===== src/sv/msgpack_map_key_extractor_core_assert.svh =====
// Assertion macros shared by the MessagePack map key extractor RTL.
// Depends on nothing; each macro expands to nothing when SYNTH is defined.
`ifndef MSGPACK_MAP_KEY_EXTRACTOR_CORE_ASSERT_SVH
`define MSGPACK_MAP_KEY_EXTRACTOR_CORE_ASSERT_SVH

`ifndef SYNTH
// The expression holds at every clock edge outside reset.
`define MMKE_ASSERT_ALWAYS(label, clk, rst_n, expr, msg) \
    label: assert property (@(posedge clk) disable iff (!rst_n) (expr)) else $error(msg);
// The consequent holds in the same cycle as the antecedent.
`define MMKE_ASSERT_IMPLY(label, clk, rst_n, ante, cons, msg) \
    label: assert property (@(posedge clk) disable iff (!rst_n) (ante) |-> (cons)) \
        else $error(msg);
// The consequent holds in the cycle after the antecedent.
`define MMKE_ASSERT_NEXT(label, clk, rst_n, ante, cons, msg) \
    label: assert property (@(posedge clk) disable iff (!rst_n) (ante) |=> (cons)) \
        else $error(msg);
`else
`define MMKE_ASSERT_ALWAYS(label, clk, rst_n, expr, msg)
`define MMKE_ASSERT_IMPLY(label, clk, rst_n, ante, cons, msg)
`define MMKE_ASSERT_NEXT(label, clk, rst_n, ante, cons, msg)
`endif

`endif


===== src/sv/mmke_pkg.sv =====
// Shared types and constants of the MessagePack map key extractor.
// Used by the parser, the result queue and the top level; depends on nothing.
`default_nettype none

package mmke_pkg;

    // Key storage: four 64-bit registers, first byte in the lowest bits.
    localparam int unsigned KEY_REGS         = 4;
    localparam int unsigned KEY_REG_W        = 64;
    localparam int unsigned KEY_BITS         = KEY_REGS * KEY_REG_W;
    localparam int unsigned KEY_REG_BYTES    = KEY_BITS / 8;
    localparam int unsigned KEY_MAX_BYTES_DEF = 32;
    localparam int unsigned KEY_LEN_W        = 6;

    // Configuration register indexes.
    localparam int unsigned CFG_INDEX_W = 3;
    localparam logic [CFG_INDEX_W-1:0] CFG_KEY_LENGTH  = 3'd0;
    localparam logic [CFG_INDEX_W-1:0] CFG_KEY_BYTES_0 = 3'd1;
    localparam logic [CFG_INDEX_W-1:0] CFG_KEY_BYTES_1 = 3'd2;
    localparam logic [CFG_INDEX_W-1:0] CFG_KEY_BYTES_2 = 3'd3;
    localparam logic [CFG_INDEX_W-1:0] CFG_KEY_BYTES_3 = 3'd4;
    localparam logic [CFG_INDEX_W-1:0] CFG_WANT_STRING = 3'd5;

    // MessagePack markers.
    localparam logic [3:0] MP_FIXMAP_HI = 4'h8;
    localparam logic [7:0] MP_MAP16     = 8'hde;
    localparam logic [2:0] MP_FIXSTR_HI = 3'b101;
    localparam logic [7:0] MP_STR8      = 8'hd9;
    localparam logic [7:0] MP_STR16     = 8'hda;
    localparam logic [7:0] MP_UINT8     = 8'hcc;
    localparam logic [7:0] MP_UINT16    = 8'hcd;
    localparam logic [7:0] MP_UINT32    = 8'hce;
    localparam logic [7:0] MP_UINT64    = 8'hcf;
    localparam logic [7:0] MP_NIL       = 8'hc0;
    localparam logic [7:0] MP_FALSE     = 8'hc2;
    localparam logic [7:0] MP_TRUE      = 8'hc3;

    localparam int unsigned PAYLOAD_W = 64;

    // Result queue.
    localparam int unsigned RES_DEPTH = 4;
    localparam int unsigned RES_PTR_W = 2;
    localparam int unsigned RES_CNT_W = 3;

    typedef enum logic [1:0] {
        KIND_BYTE      = 2'd0,
        KIND_FOUND     = 2'd1,
        KIND_NOT_FOUND = 2'd2,
        KIND_MALFORMED = 2'd3
    } kind_t;

    typedef struct packed {
        kind_t                kind;
        logic [PAYLOAD_W-1:0] payload;
    } res_t;

    // Results of one accepted byte: res0 first, then res1.
    typedef struct packed {
        logic [1:0] cnt;
        res_t       res0;
        res_t       res1;
    } push_t;

endpackage

`default_nettype wire


===== src/sv/mmke_parser.sv =====
// Byte-wise MessagePack map parser: tracks the walk through the map and
// produces up to two results per byte. Depends on mmke_pkg and the assert macros.
`default_nettype none
`include "msgpack_map_key_extractor_core_assert.svh"

module mmke_parser #(
    parameter int unsigned KEY_MAX_BYTES = 32
) (
    input  wire logic                               clk,
    input  wire logic                               rst_n,
    input  wire logic                               accept,
    input  wire logic [7:0]                         in_byte,
    input  wire logic                               end_of_buffer,
    input  wire logic [mmke_pkg::KEY_LEN_W-1:0]     key_length,
    input  wire logic [mmke_pkg::KEY_BITS-1:0]      key_bits,
    input  wire logic                               want_string,
    output mmke_pkg::push_t                         push
);

    import mmke_pkg::*;

    localparam int unsigned KPOS_W = $clog2(KEY_MAX_BYTES + 1);

    typedef enum logic [3:0] {
        PH_MAP_HDR, PH_MAP_HI, PH_MAP_LO, PH_KEY_HDR, PH_KEY_LEN8, PH_KEY_HI,
        PH_KEY_LO, PH_KEY_BODY, PH_VAL_HDR, PH_VAL_INT, PH_VAL_LEN8, PH_VAL_HI,
        PH_VAL_LO, PH_STR_OUT, PH_SKIP
    } phase_t;

    phase_t                phase_reg, phase_next;
    logic [15:0]           pairs_left_reg, pairs_left_next;
    logic [15:0]           bytes_left_reg, bytes_left_next;
    logic [KPOS_W-1:0]     key_pos_reg, key_pos_next;
    logic                  key_match_reg, key_match_next;
    logic [PAYLOAD_W-1:0]  acc_reg, acc_next;
    logic                  decided_reg, decided_next;

    logic [15:0]           bytes_dec;
    logic [15:0]           pairs_dec;
    logic [6:0]            pos_ext;
    logic [7:0]            key_byte;
    logic                  do_start_key;
    logic [15:0]           start_key_len;
    logic                  do_start_str;
    logic [15:0]           start_str_len;
    logic                  do_pair_done;
    logic                  emit_byte;
    logic                  st_valid;
    kind_t                 st_kind;
    logic [PAYLOAD_W-1:0]  st_payload;
    logic                  trunc;
    logic                  stat_any;
    res_t                  stat_res;

    assign bytes_dec = bytes_left_reg - 16'd1;
    assign pairs_dec = pairs_left_reg - 16'd1;
    assign pos_ext   = 7'(key_pos_reg);
    // Key bytes past the stored key read as zero.
    assign key_byte  = (pos_ext < 7'(KEY_REG_BYTES))
                     ? key_bits[{pos_ext[4:0], 3'b000} +: 8] : 8'h00;

    always_comb
    begin
        phase_next      = phase_reg;
        pairs_left_next = pairs_left_reg;
        bytes_left_next = bytes_left_reg;
        key_pos_next    = key_pos_reg;
        key_match_next  = key_match_reg;
        acc_next        = acc_reg;
        decided_next    = decided_reg;
        do_start_key    = 1'b0;
        start_key_len   = 16'd0;
        do_start_str    = 1'b0;
        start_str_len   = 16'd0;
        do_pair_done    = 1'b0;
        emit_byte       = 1'b0;
        st_valid        = 1'b0;
        st_kind         = KIND_MALFORMED;
        st_payload      = '0;

        if (!decided_reg)
        begin
            unique case (phase_reg)
                PH_MAP_HDR:
                begin
                    priority if (in_byte[7:4] == MP_FIXMAP_HI)
                    begin
                        pairs_left_next = {12'd0, in_byte[3:0]};
                        if (in_byte[3:0] == 4'd0)
                        begin
                            st_valid = 1'b1;
                            st_kind  = KIND_NOT_FOUND;
                        end
                        else
                        begin
                            phase_next = PH_KEY_HDR;
                        end
                    end
                    else if (in_byte == MP_MAP16)
                    begin
                        phase_next = PH_MAP_HI;
                    end
                    else
                    begin
                        st_valid = 1'b1;
                    end
                end
                PH_MAP_HI:
                begin
                    pairs_left_next = {in_byte, 8'd0};
                    phase_next      = PH_MAP_LO;
                end
                PH_MAP_LO:
                begin
                    pairs_left_next = pairs_left_reg | {8'd0, in_byte};
                    if ((pairs_left_reg | {8'd0, in_byte}) == 16'd0)
                    begin
                        st_valid = 1'b1;
                        st_kind  = KIND_NOT_FOUND;
                    end
                    else
                    begin
                        phase_next = PH_KEY_HDR;
                    end
                end
                PH_KEY_HDR:
                begin
                    priority if (in_byte[7:5] == MP_FIXSTR_HI)
                    begin
                        do_start_key  = 1'b1;
                        start_key_len = {11'd0, in_byte[4:0]};
                    end
                    else if (in_byte == MP_STR8)
                    begin
                        phase_next = PH_KEY_LEN8;
                    end
                    else if (in_byte == MP_STR16)
                    begin
                        phase_next = PH_KEY_HI;
                    end
                    else
                    begin
                        st_valid = 1'b1;
                    end
                end
                PH_KEY_LEN8:
                begin
                    do_start_key  = 1'b1;
                    start_key_len = {8'd0, in_byte};
                end
                PH_KEY_HI:
                begin
                    bytes_left_next = {in_byte, 8'd0};
                    phase_next      = PH_KEY_LO;
                end
                PH_KEY_LO:
                begin
                    do_start_key  = 1'b1;
                    start_key_len = bytes_left_reg | {8'd0, in_byte};
                end
                PH_KEY_BODY:
                begin
                    if (key_match_reg && (key_byte != in_byte))
                    begin
                        key_match_next = 1'b0;
                    end
                    key_pos_next    = key_pos_reg + KPOS_W'(1);
                    bytes_left_next = bytes_dec;
                    if (bytes_dec == 16'd0)
                    begin
                        phase_next = PH_VAL_HDR;
                    end
                end
                PH_VAL_HDR:
                begin
                    priority if (!in_byte[7])
                    begin
                        if (!want_string && key_match_reg)
                        begin
                            st_valid   = 1'b1;
                            st_kind    = KIND_FOUND;
                            st_payload = {56'd0, in_byte};
                        end
                        else
                        begin
                            do_pair_done = 1'b1;
                        end
                    end
                    else if (in_byte == MP_UINT8)
                    begin
                        bytes_left_next = 16'd1;
                        acc_next        = '0;
                        phase_next      = PH_VAL_INT;
                    end
                    else if (in_byte == MP_UINT16)
                    begin
                        bytes_left_next = 16'd2;
                        acc_next        = '0;
                        phase_next      = PH_VAL_INT;
                    end
                    else if (in_byte == MP_UINT32)
                    begin
                        bytes_left_next = 16'd4;
                        acc_next        = '0;
                        phase_next      = PH_VAL_INT;
                    end
                    else if (in_byte == MP_UINT64)
                    begin
                        bytes_left_next = 16'd8;
                        acc_next        = '0;
                        phase_next      = PH_VAL_INT;
                    end
                    else if (in_byte[7:5] == MP_FIXSTR_HI)
                    begin
                        do_start_str  = 1'b1;
                        start_str_len = {11'd0, in_byte[4:0]};
                    end
                    else if (in_byte == MP_STR8)
                    begin
                        phase_next = PH_VAL_LEN8;
                    end
                    else if (in_byte == MP_STR16)
                    begin
                        phase_next = PH_VAL_HI;
                    end
                    else if (want_string && ((in_byte == MP_NIL) || (in_byte == MP_FALSE)
                                             || (in_byte == MP_TRUE)))
                    begin
                        do_pair_done = 1'b1;
                    end
                    else
                    begin
                        st_valid = 1'b1;
                    end
                end
                PH_VAL_INT:
                begin
                    acc_next        = {acc_reg[PAYLOAD_W-9:0], in_byte};
                    bytes_left_next = bytes_dec;
                    if (bytes_dec == 16'd0)
                    begin
                        if (!want_string && key_match_reg)
                        begin
                            st_valid   = 1'b1;
                            st_kind    = KIND_FOUND;
                            st_payload = {acc_reg[PAYLOAD_W-9:0], in_byte};
                        end
                        else
                        begin
                            do_pair_done = 1'b1;
                        end
                    end
                end
                PH_VAL_LEN8:
                begin
                    do_start_str  = 1'b1;
                    start_str_len = {8'd0, in_byte};
                end
                PH_VAL_HI:
                begin
                    bytes_left_next = {in_byte, 8'd0};
                    phase_next      = PH_VAL_LO;
                end
                PH_VAL_LO:
                begin
                    do_start_str  = 1'b1;
                    start_str_len = bytes_left_reg | {8'd0, in_byte};
                end
                PH_STR_OUT:
                begin
                    emit_byte       = 1'b1;
                    bytes_left_next = bytes_dec;
                    if (bytes_dec == 16'd0)
                    begin
                        st_valid = 1'b1;
                        st_kind  = KIND_FOUND;
                    end
                end
                PH_SKIP:
                begin
                    bytes_left_next = bytes_dec;
                    if (bytes_dec == 16'd0)
                    begin
                        do_pair_done = 1'b1;
                    end
                end
                default:
                begin
                    st_valid = 1'b1;
                end
            endcase
        end

        if (do_start_key)
        begin
            key_pos_next    = '0;
            key_match_next  = (start_key_len == {10'd0, key_length})
                           && (start_key_len <= 16'(KEY_MAX_BYTES));
            bytes_left_next = start_key_len;
            phase_next      = (start_key_len == 16'd0) ? PH_VAL_HDR : PH_KEY_BODY;
        end

        if (do_start_str)
        begin
            if (want_string && key_match_reg)
            begin
                if (start_str_len == 16'd0)
                begin
                    st_valid = 1'b1;
                    st_kind  = KIND_FOUND;
                end
                else
                begin
                    bytes_left_next = start_str_len;
                    phase_next      = PH_STR_OUT;
                end
            end
            else if (start_str_len == 16'd0)
            begin
                do_pair_done = 1'b1;
            end
            else
            begin
                bytes_left_next = start_str_len;
                phase_next      = PH_SKIP;
            end
        end

        if (do_pair_done)
        begin
            pairs_left_next = pairs_dec;
            if (pairs_dec == 16'd0)
            begin
                st_valid = 1'b1;
                st_kind  = KIND_NOT_FOUND;
            end
            else
            begin
                phase_next = PH_KEY_HDR;
            end
        end

        if (st_valid)
        begin
            decided_next = 1'b1;
        end

        // A buffer that ends before any status closes as malformed.
        trunc = end_of_buffer && !decided_reg && !st_valid;

        if (end_of_buffer)
        begin
            phase_next      = PH_MAP_HDR;
            pairs_left_next = '0;
            bytes_left_next = '0;
            key_pos_next    = '0;
            key_match_next  = 1'b0;
            acc_next        = '0;
            decided_next    = 1'b0;
        end
    end

    assign stat_any         = st_valid || trunc;
    assign stat_res.kind    = st_valid ? st_kind : KIND_MALFORMED;
    assign stat_res.payload = st_valid ? st_payload : '0;

    always_comb
    begin
        push.cnt  = accept ? (2'(emit_byte) + 2'(stat_any)) : 2'd0;
        push.res1 = stat_res;
        if (emit_byte)
        begin
            push.res0.kind    = KIND_BYTE;
            push.res0.payload = {56'd0, in_byte};
        end
        else
        begin
            push.res0 = stat_res;
        end
    end

    always_ff @(posedge clk or negedge rst_n)
    begin
        if (!rst_n)
        begin
            phase_reg      <= PH_MAP_HDR;
            pairs_left_reg <= '0;
            bytes_left_reg <= '0;
            key_pos_reg    <= '0;
            key_match_reg  <= 1'b0;
            acc_reg        <= '0;
            decided_reg    <= 1'b0;
        end
        else if (accept)
        begin
            phase_reg      <= phase_next;
            pairs_left_reg <= pairs_left_next;
            bytes_left_reg <= bytes_left_next;
            key_pos_reg    <= key_pos_next;
            key_match_reg  <= key_match_next;
            acc_reg        <= acc_next;
            decided_reg    <= decided_next;
        end
    end

    `MMKE_ASSERT_IMPLY(a_quiet_after_status, clk, rst_n, accept && decided_reg && !end_of_buffer, push.cnt == 2'd0, "byte after status produced a result")
    `MMKE_ASSERT_IMPLY(a_last_byte_closes, clk, rst_n, accept && !decided_reg && end_of_buffer, push.cnt != 2'd0, "undecided buffer ended without a status")
    `MMKE_ASSERT_NEXT(a_clear_on_last, clk, rst_n, accept && end_of_buffer, (phase_reg == PH_MAP_HDR) && !decided_reg && (pairs_left_reg == 16'd0), "parser not cleared after last byte")

endmodule

`default_nettype wire


===== src/sv/mmke_result_fifo.sv =====
// Four-entry result queue between the parser and the output channel.
// Takes up to two results per cycle and gives one while out_stall is low. Depends on mmke_pkg and the assert macros.
`default_nettype none
`include "msgpack_map_key_extractor_core_assert.svh"

module mmke_result_fifo (
    input  wire logic                               clk,
    input  wire logic                               rst_n,
    input  wire mmke_pkg::push_t                    push,
    output logic                                    full,
    output logic                                    out_valid,
    input  wire logic                               out_stall,
    output mmke_pkg::res_t                          head
);

    import mmke_pkg::*;

    res_t                 slot_reg [RES_DEPTH];
    logic [RES_PTR_W-1:0] head_reg;
    logic [RES_PTR_W-1:0] head_next;
    logic [RES_CNT_W-1:0] count_reg;
    logic [RES_CNT_W-1:0] count_next;
    logic [RES_PTR_W-1:0] tail0;
    logic [RES_PTR_W-1:0] tail1;
    logic                 pop;

    // Room for two more results is needed before a byte may be accepted.
    assign full      = count_reg > 3'(RES_DEPTH - 2);
    assign out_valid = count_reg != '0;
    assign pop       = out_valid && !out_stall;
    assign head      = slot_reg[head_reg];

    assign tail0      = head_reg + count_reg[RES_PTR_W-1:0];
    assign tail1      = tail0 + RES_PTR_W'(1);
    assign head_next  = head_reg + RES_PTR_W'(pop);
    assign count_next = count_reg + RES_CNT_W'(push.cnt) - RES_CNT_W'(pop);

    always_ff @(posedge clk)
    begin
        if (push.cnt != 2'd0)
        begin
            slot_reg[tail0] <= push.res0;
        end
        if (push.cnt == 2'd2)
        begin
            slot_reg[tail1] <= push.res1;
        end
    end

    always_ff @(posedge clk or negedge rst_n)
    begin
        if (!rst_n)
        begin
            head_reg  <= '0;
            count_reg <= '0;
        end
        else
        begin
            head_reg  <= head_next;
            count_reg <= count_next;
        end
    end

    `MMKE_ASSERT_IMPLY(a_push_has_room, clk, rst_n, push.cnt != 2'd0, count_reg <= 3'(RES_DEPTH - 2), "results pushed into a queue without room")
    `MMKE_ASSERT_ALWAYS(a_count_bound, clk, rst_n, count_reg <= 3'(RES_DEPTH), "result queue overflow")

endmodule

`default_nettype wire


===== src/sv/msgpack_map_key_extractor_core.sv =====
// MessagePack map key extractor. The block takes one byte of a MessagePack
// buffer per request on the input channel and accepts a new byte in every
// cycle that in_stall is low; the parser decides each byte in the cycle it
// is accepted, and its results pass through a four-entry result queue to
// the output channel. A byte yields at most two results (a string value
// byte followed by a status), and the output channel delivers one result
// per cycle while out_stall is low, so sustained input rate is one byte per
// cycle as long as the consumer keeps up; the queue asserts stall on the
// input when fewer than two entries are free. Each buffer gets exactly one
// status result (found, key not found or malformed) with final_of_run set.
// In string mode the value bytes stream out as they arrive, so a consumer
// must drop them if the buffer closes as malformed. After the status, bytes
// are ignored up to and including the byte marked end_of_buffer.
// Configuration registers are written through a plain write port and should
// only change while the block is idle. There is no clearing pass after reset.
`default_nettype none

module msgpack_map_key_extractor_core #(
    parameter int unsigned KEY_MAX_BYTES = mmke_pkg::KEY_MAX_BYTES_DEF
) (
    input  wire logic                                 clk,
    input  wire logic                                 rst_n,
    // Configuration write port.
    input  wire logic                                 cfg_write_en,
    input  wire logic [mmke_pkg::CFG_INDEX_W-1:0]     cfg_index,
    input  wire logic [mmke_pkg::KEY_REG_W-1:0]       cfg_data,
    // Input channel.
    input  wire logic                                 in_valid,
    output logic                                      in_stall,
    input  wire logic [7:0]                           in_byte,
    input  wire logic                                 end_of_buffer,
    // Output channel.
    output logic                                      out_valid,
    input  wire logic                                 out_stall,
    output logic [1:0]                                kind,
    output logic [mmke_pkg::PAYLOAD_W-1:0]            payload,
    output logic                                      final_of_run
);

    import mmke_pkg::*;

    logic [KEY_LEN_W-1:0] key_length_reg;
    logic [KEY_BITS-1:0]  key_bits_reg;
    logic                 want_string_reg;
    logic                 accept;
    push_t                push;
    res_t                 head;

    // Configuration registers. Writes to indexes past the list are dropped.
    always_ff @(posedge clk or negedge rst_n)
    begin
        if (!rst_n)
        begin
            key_length_reg  <= '0;
            key_bits_reg    <= '0;
            want_string_reg <= 1'b0;
        end
        else if (cfg_write_en)
        begin
            unique case (cfg_index)
                CFG_KEY_LENGTH:  key_length_reg <= cfg_data[KEY_LEN_W-1:0];
                CFG_KEY_BYTES_0: key_bits_reg[0*KEY_REG_W +: KEY_REG_W] <= cfg_data;
                CFG_KEY_BYTES_1: key_bits_reg[1*KEY_REG_W +: KEY_REG_W] <= cfg_data;
                CFG_KEY_BYTES_2: key_bits_reg[2*KEY_REG_W +: KEY_REG_W] <= cfg_data;
                CFG_KEY_BYTES_3: key_bits_reg[3*KEY_REG_W +: KEY_REG_W] <= cfg_data;
                CFG_WANT_STRING: want_string_reg <= cfg_data[0];
                default:
                begin
                end
            endcase
        end
    end

    // A request is taken when valid is high and the queue has room.
    assign accept = in_valid && !in_stall;

    mmke_parser #(
        .KEY_MAX_BYTES (KEY_MAX_BYTES)
    ) u_parser (
        .clk           (clk),
        .rst_n         (rst_n),
        .accept        (accept),
        .in_byte       (in_byte),
        .end_of_buffer (end_of_buffer),
        .key_length    (key_length_reg),
        .key_bits      (key_bits_reg),
        .want_string   (want_string_reg),
        .push          (push)
    );

    mmke_result_fifo u_result_fifo (
        .clk       (clk),
        .rst_n     (rst_n),
        .push      (push),
        .full      (in_stall),
        .out_valid (out_valid),
        .out_stall (out_stall),
        .head      (head)
    );

    // Every result other than a string byte is the closing status.
    assign kind         = head.kind;
    assign payload      = head.payload;
    assign final_of_run = head.kind != KIND_BYTE;

endmodule

`default_nettype wire


===== config.mk =====
export PLATFORM = sky130hd
export DESIGN_NAME = msgpack_map_key_extractor_core
export DESIGN_NICKNAME = d
export VERILOG_FILES = /design/src/sv/mmke_pkg.sv /design/src/sv/mmke_parser.sv /design/src/sv/mmke_result_fifo.sv /design/src/sv/msgpack_map_key_extractor_core.sv
export VERILOG_INCLUDE_DIRS = /design/src /design/src/sv
export SDC_FILE = /design/constraint.sdc
export NUM_CORES = 1
export LEC_CHECK = 0
export ABC_AREA = 1
export BUFFER_PORTS_ARGS = -buffer_cell sky130_fd_sc_hd__buf_2
export CORE_ASPECT_RATIO = 1.4
export CORE_UTILIZATION = 56
export CTS_CLUSTER_SIZE = 14
export DETAILED_ROUTE_END_ITERATION = 8
export GPL_TIMING_DRIVEN = 0
export PLACE_DENSITY_LB_ADDON = 0.1
export SLEW_MARGIN = 5
export SYNTH_ARGS = -nofsm -noshare
export SYNTH_HDL_FRONTEND = slang
export SYNTH_SLANG_ARGS = --single-unit

===== constraint.sdc =====
create_clock -name clk -period 14.16 [get_ports clk]
set_input_delay 2.832 -clock clk [delete_from_list [all_inputs] [get_ports clk]]
set_output_delay 2.832 -clock clk [all_outputs]
set_load 0.02 [all_outputs]

==> results of run 1 <==
[final cells by class]
type,count,area (sq um)
buffer,237,983
multi-input combinational,2560,11700
clock inverter,23,195
tap,714,893
antenna,1,2.50
sequential,632,17100
inverter,192,721
timing repair buffer,160,1080
fill,4727,19000
clock buffer,89,1770
[cells by family (layout without fill, tap and decap cells)]
group	after synthesis	in the layout	share of synthesized area
AOI/OAI and AO/OA	780	780	0.139
xor gates and xnor gates	23	23	0.00660
adders and majority gates	12	12	0.00516
buffers and inverters	429	701	0.0558
DFF	632	632	0.561
other	0	1	0
and+or+nand+nor	1745	1745	0.232
[worst reg2reg max path: stages, from the launching register on]
cell and delay [ns]:
dfrtp_1 0.34, clkbuf_1 0.42, inv_1 0.21, clkbuf_1 0.34, nand3_1 0.21, nand4_1 0.15, nor2_1 0.22, nand2_1 0.08
nor2_1 0.18, nand4_1 0.23, nand2_2 0.18, nand2_1 0.14, nand3_2 0.14, inv_2 0.06, buf_6 0.15, o21ai_0 0.26
ha_1 0.37, o21ai_0 0.96, o22ai_4 0.48, buf_16 0.32, buf_12 0.20
[power by group]
group	leakage [nW]	switching [mW]	internal, mW
Combinational	6.35	1.73	0.714
Sequential	7.18	0.199	2.21
Clock	0.982	0.740	0.888
[cells in the final DEF (no fill, tap or decap), drive strengths merged, types with 2 or more instances in the layout]
| master | count |
|---|---|
| a21oi | 59 |
| a22oi | 9 |
| a31oi | 8 |
| buf | 215 |
| clkbuf | 271 |
| clkinv | 17 |
| dfrtp | 368 |
| edfxtp | 264 |
| ha | 11 |
| inv | 196 |
| nand2 | 896 |
| nand3 | 294 |
| nand3b | 2 |
| nand4 | 22 |
| nor2 | 492 |
| nor3 | 33 |
| nor4 | 4 |
| o2111ai | 2 |
| o211ai | 8 |
| o21ai | 563 |
| o221ai | 11 |
| o22ai | 74 |
| o31ai | 35 |
| o41ai | 6 |
| xnor2 | 7 |
| xor2 | 16 |
[how the worst max path moves through the flow]
stage                                                    endpoint       start  cells past startpoint
after floorplan            u_result_fifo.slot_reg[1][0]$_DFFE_PP_  in_byte[6]                     19
after global placement    u_result_fifo.slot_reg[2][25]$_DFFE_PP_  in_byte[2]                     17
after detailed placement  u_result_fifo.slot_reg[3][25]$_DFFE_PP_  in_byte[2]                     19
after CTS                 u_result_fifo.slot_reg[2][31]$_DFFE_PP_  in_byte[2]                     19
after global routing      u_result_fifo.slot_reg[2][35]$_DFFE_PP_  in_byte[2]                     19
final                     u_result_fifo.slot_reg[3][34]$_DFFE_PP_  in_byte[2]                     19
[through the flow]
stage,setup WS [ns],hold slack (ns),setup TNS [ns]
floorplan,3.94,0.441,0
finish,6.56,0.481,0
detailed placement,5.98,0.464,0
global route,6.41,0.489,0
global placement,-0.884,0.456,-106.72
CTS,6.64,0.480,0
[routing by layer]
metal,track usage,share of wire,vias up
met4,0.312,0.087,2
li1,-,-,12639
met1,0.450,0.35,13165
met3,0.0562,0.071,414
met2,0.693,0.50,1526
met5,0,0.000090,-
==> results by group, run 1 <==
Cells and area
  • Fin area: 34500 sq um
  • Final Non-Filler Cells: 4608
  • Fin nets: 3935
  • Number of flip-flops in the largest register: 264
  • Final Util: 0.645
  • Share of cells above drive strength 1: 0.0855
  • Synth-to-layout area growth: 13.1%

GRT
  • Vias in the first global route: 26977
  • Total global-route track usage: 0.404
  • Initial antenna violation count: 2
  • First-pass GRT wire length: 164000 um
  • Total gr overflow: 0
  • Pin count of the biggest net entering global routing: 116

Placed design
  • Dpl cells: 4495
  • Final GP Congestion: 1.03
  • Placed Instance Area: 32600 sq um
  • DP HPWL: 81900 um
  • Port Buffers: 146

Die
  • DIE AREA: 55500 sq um
  • Row cnt: 100
  • Starting Density: 0.570
  • Die Span Y: 278 um
  • Die W: 199 um
  • Core outline area: 53600 sq um
  • IO Pins: 150

Critical path
  • Worst reg2reg path depth: 20
  • Required @ worst endpoint: 14.56 ns
  • Setup Crit Path Kind: input pin to flip-flop
  • Worst path max stage delay: 0.96 ns
  • Worst path bufs/invs: 7
  • Critical R2R Capture: u_result_fifo.slot_reg[3][34]$_DFFE_PP_
  • Reg2Reg Setup Slack: 8.26 ns
  • CP Capture Type: flip-flop
  • Slowest cell on crit path: o21ai_0
  • Worst-path cell chain: buf_2 -> clkbuf_1 -> inv_1 -> nor2_1 -> a21oi_1 -> nand2_1 -> nor2_1 -> nand4_1 -> nand2_2 -> nand2_1 -> nand3_2 -> inv_2 -> buf_6 -> o21ai_0 -> ha_1 -> o21ai_0 -> o22ai_4 -> buf_16 -> buf_12
  • Startpoint types: input pin
  • Crit-path max FO: 21
  • Worst r2r src: u_parser.decided_reg$_DFFE_PN0P_
  • Critical Path AT: 8.00 ns
  • Crit path max-delay family: compound AO/OA/AOI/OAI gates

Route
  • Drt first-iter violations: 2607
  • DRT Pass-1 Iters: 6
  • DRC: 0
  • DR vias/cell: 6.02
  • Final ANT Viol Nets: 0
  • Wirelength, routed: 112000 um
  • Via Count: 27746
  • Wire per inst: 24.2 um

Synth
  • Mapped Area: 30500 sq um
  • Share of the synthesized area in the top cell type: 0.302
  • Register bit total from synthesis: 632
  • EDFF count, synth: 264
  • Largest cells by area after synthesis: dfrtp_1 (30%), edfxtp_1 (26%), nand2_1 (11%)
  • Seq/Total Area, Yosys: 0.561
  • Synth Area per Inst: 8.43 sq um
  • Yosys top cell by area: dfrtp_1
  • Dominant cell by count in the synthesized netlist: nand2_1
  • Async set-or-reset flop fraction in the synthesized netlist: 0.582
  • Main synth FF type: dfrtp_1
  • Mapped Nets: 3714
  • Ys Warns: 0
  • Yosys cell types: 45
  • Commonest cells post-synth: nand2_1 (893), o21ai_0 (539), nor2_1 (481)
  • Post-Synthesis Cells: 3621

STA
  • RSZ-0062 raised after global routing: false
  • Slew @ Worst Pin: 1.24 ns
  • Clock skew: 0.0194 ns
  • Fmax: 132 MHz
  • # setup viols final: 0
  • Max-slew violations: 0
  • Final hold vios: 0
  • Slew margin rel.: 0.167
  • Tmin final: 7.60 ns
  • Tcrit/Tclk final: 0.537

CTS
  • Inserted Clock Buffers: 59
  • CTS resizes: 0
  • Clock Tree Buf Depth: 3
  • CTS root buf: clkbuf_16
  • Postcts setup bufs: 0
  • # clock sinks: 632
  • Clock Pin Slew Worst Setup and Hold Paths: 0.06 ns
  • H-tree levels: 2
  • TritonCTS clock tree: done
  • # hold bufs at CTS: 0
  • Clock Latency Late Sink: 0.65 ns

Status
  • Status: complete, no violations

Hold path
  • Hold Path Cell Cnt: 2
  • Hold Path Origin: u_parser.acc_reg[8]$_DFFE_PN0P_
  • Worst-case hold path end point: u_parser.acc_reg[8]$_DFFE_PN0P_
  • HP Class: flip-flop to flip-flop

Power and ir drop
  • Total power divided by cell area: 188 nW/um^2
  • Leak pwr: 14.5 nW
  • Peak supply drop: 0.159 mV
  • Overall power: 6.48 mW

Run
  • Max-cap violations: 0
No activity file was read; power rests on OpenSTA's default activity.
==> run 2, diff against run 1 <==
==> constraint.sdc (replaced) <==
create_clock -name clk -period 6.5 [get_ports clk]
set_input_delay 1.3 -clock clk [delete_from_list [all_inputs] [get_ports clk]]
set_output_delay 1.3 -clock clk [all_outputs]
set_load 0.02 [all_outputs]
==> results by group, run 2 (synthesized netlist as in run 1, its figures left out) <==
Status
  • Status: complete, no violations

Placed design
  • Port Buffers: 146 (unchanged)
  • DP HPWL: 81600 um (-0.29%)
  • Final GP Congestion: 1.03 (+0.57%)
  • Pre-CTS setup slack: -0.0920 ns (-6.07 ns)

Die
  • IO Pins: 150 (unchanged)
  • Starting Density: 0.570 (unchanged)
  • Row cnt: 100 (unchanged)
  • DIE AREA: 55500 sq um (unchanged)
  • Die W: 199 um (unchanged)
  • Die Span Y: 278 um (unchanged)
  • Core outline area: 53600 sq um (unchanged)

Critical path
  • CP Capture Type: flip-flop
  • Critical Path AT: 6.44 ns (-1.56 ns)
  • Critical R2R Capture: u_result_fifo.slot_reg[0][25]$_DFFE_PP_
  • Startpoint types: input pin
  • Worst reg2reg path depth: 23 (+15%)
  • Worst r2r src: u_parser.bytes_left_reg[0]$_DFFE_PN0P_
  • Setup Crit Path Kind: input pin to flip-flop
  • Required @ worst endpoint: 6.91 ns (-7.65 ns)
  • Reg2Reg Setup Slack: 0.77 ns (-7.49 ns)
  • Crit-path max FO: 22 (+4.8%)

Cells and area
  • Commonest cells after routing, fill and taps aside: nand2_1 (893), o21ai_0 (537), nor2_1 (481), dfrtp_1 (368), nand3_1 (292)
  • Number of flip-flops in the largest register: 264 (unchanged)
  • Register area: 17100 sq um (unchanged)
  • Multi-input gate area: 11700 sq um (unchanged)
  • Commonest non-fill, non-tap cell in the layout: nand2_1
  • Synth-to-layout area growth: 13.2%
  • Layout fillers: 4725 (-0.042%)
  • Fin nets: 3934 (-0.025%)
  • Share of cells above drive strength 1: 0.0833 (-0.00223)
  • Final Util: 0.645 (+0.000794)

Power and ir drop
  • Leak pwr: 14.5 nW (about the same)
  • Total power divided by cell area: 410 nW/um^2 (+120%)
  • Peak supply drop: 0.254 mV (+60%)

CTS
  • H-tree levels: 2 (unchanged)
  • # hold bufs at CTS: 0 (unchanged)
  • CTS root buf: clkbuf_16
  • # clock sinks: 632 (unchanged)
  • Clock Tree Buf Depth: 3 (unchanged)
  • Inserted Clock Buffers: 58 (-1.7%)
  • Clock Latency Late Sink: 0.67 ns (+0.02 ns)
  • Clock Pin Slew Worst Setup and Hold Paths: 0.07 ns (about the same)
  • TritonCTS clock tree: done
  • CTS resizes: 0 (unchanged)
  • Postcts setup bufs: 0 (unchanged)

Route
  • DRT Pass-1 Iters: 6 (unchanged)
  • Via Count: 27711 (-0.13%)
  • DRC: 0 (unchanged)
  • Wirelength, routed: 110000 um (-1.1%)
  • Drt first-iter violations: 2571 (-1.4%)
  • Final ANT Viol Nets: 0 (unchanged)
  • Wire per inst: 24.0 um (-1.0%)
  • DR vias/cell: 6.02 (about the same)

STA
  • Worst setup margin: 0.472 ns (-6.09 ns)
  • Slew margin rel.: 0.179 (+0.0125)
  • Tmin final: 6.03 ns
  • RSZ-0062 raised after global routing: false
  • # setup viols final: 0 (unchanged)
  • TNS Setup: 0 ns (unchanged)
  • Max-slew violations: 0 (unchanged)
  • Fmax: 166 MHz
  • Tcrit/Tclk final: 0.927
  • Final hold vios: 0 (unchanged)
  • Slew @ Worst Pin: 1.22 ns (-0.0185 ns)
  • WHS: 0.475 ns (-0.00531 ns)
  • Clock skew: 0.0518 ns (+0.0324 ns)

Hold path
  • Hold Path Cell Cnt: 1 (-1)
  • Hold Path Origin: u_parser.key_pos_reg[5]$_DFFE_PN0P_
  • Worst-case hold path end point: u_parser.key_pos_reg[5]$_DFFE_PN0P_
  • HP Class: flip-flop to flip-flop

GRT
  • Vias in the first global route: 27089 (+0.42%)
  • Total gr overflow: 0 (unchanged)
  • First-pass GRT wire length: 165000 um (+0.12%)
  • Total global-route track usage: 0.404 (about the same)
  • Pin count of the biggest net entering global routing: 104 (-10%)
  • Initial antenna violation count: 1 (-1)

Run
  • Max-cap violations: 0 (unchanged)
-- run 2: changes by cell type in the layout (fill, tap and decap cells not counted), moves of 3 or more --
cell       previous run  this run
clkinv_2             13         6
bufinv_16             1         6
clkbuf_8             18        13
clkbuf_1            194       197
inv_6                 4         1
-- run 2: final cells by class --
cell class | instances | share of cell area
Antenna cell | 1 | 0.0000724
Buffer | 237 | 0.0285
Clock buffer | 86 | 0.0488
Clock inverter | 22 | 0.00970
Inverter | 192 | 0.0208
Multi-Input combinational cell | 2560 | 0.340
Sequential cell | 632 | 0.496
Tap cell | 714 | 0.0258
Timing Repair Buffer | 160 | 0.0308
-- run 2: per-layer routing --
| metal | global-route usage | share of wire | up-vias |
|---|---|---|---|
| li1 | - | - | 12658 |
| met1 | 0.459 | 0.35 | 13203 |
| met2 | 0.690 | 0.50 | 1452 |
| met3 | 0.0487 | 0.066 | 396 |
| met4 | 0.307 | 0.087 | 2 |
| met5 | 0 | 0.00012 | - |
-- run 2: worst max path at each step --
stage	startpoint	end	slack, ns	depth (start not counted)
2_1_floorplan	in_byte[6]	u_result_fifo.slot_reg[1][0]$_DFFE_PP_	-0.46	19
3_3_place_gp	in_byte[5]	u_result_fifo.slot_reg[2][24]$_DFFE_PP_	-3.96	18
3_5_place_dp	in_byte[5]	u_result_fifo.slot_reg[1][23]$_DFFE_PP_	-0.09	21
4_1_cts	in_byte[5]	u_result_fifo.slot_reg[1][25]$_DFFE_PP_	0.60	21
5_1_grt	in_byte[2]	u_result_fifo.slot_reg[1][27]$_DFFE_PP_	0.22	20
6_report	in_byte[2]	u_result_fifo.slot_reg[0][25]$_DFFE_PP_	0.47	20
-- run 2: report_power, final --
part | switching (mW) | internal, mW
Combinational | 3.72 | 1.55
Clock | 1.60 | 2.05
Sequential | 0.440 | 4.82
Total | 5.75 | 8.42
-- run 2: per-stage QoR --
stage	area (sq um)	power, mW	instances
floorplan	30500	8.54	3621
global placement	32200	10.4	4481
detailed placement	32500	10.5	4495
CTS	34600	14.1	4603
global route	34600	14.9	4603
finish	34600	14.2	4604
-- run 2: worst max-delay path: stages --
cell and delay, ns:
buf_2 0.13, clkbuf_1 0.60, inv_1 0.36, nor2_1 0.23
a21oi_1 0.14, nand2_1 0.09, nor2_1 0.06, nand4_1 0.19
nand2_2 0.13, nand2_1 0.13, nand3_2 0.12, inv_2 0.09
buf_6 0.16, o21ai_0 0.28, ha_1 0.44, o21ai_0 0.95
o22ai_4 0.35, buf_16 0.26, buf_12 0.17, buf_12 0.18
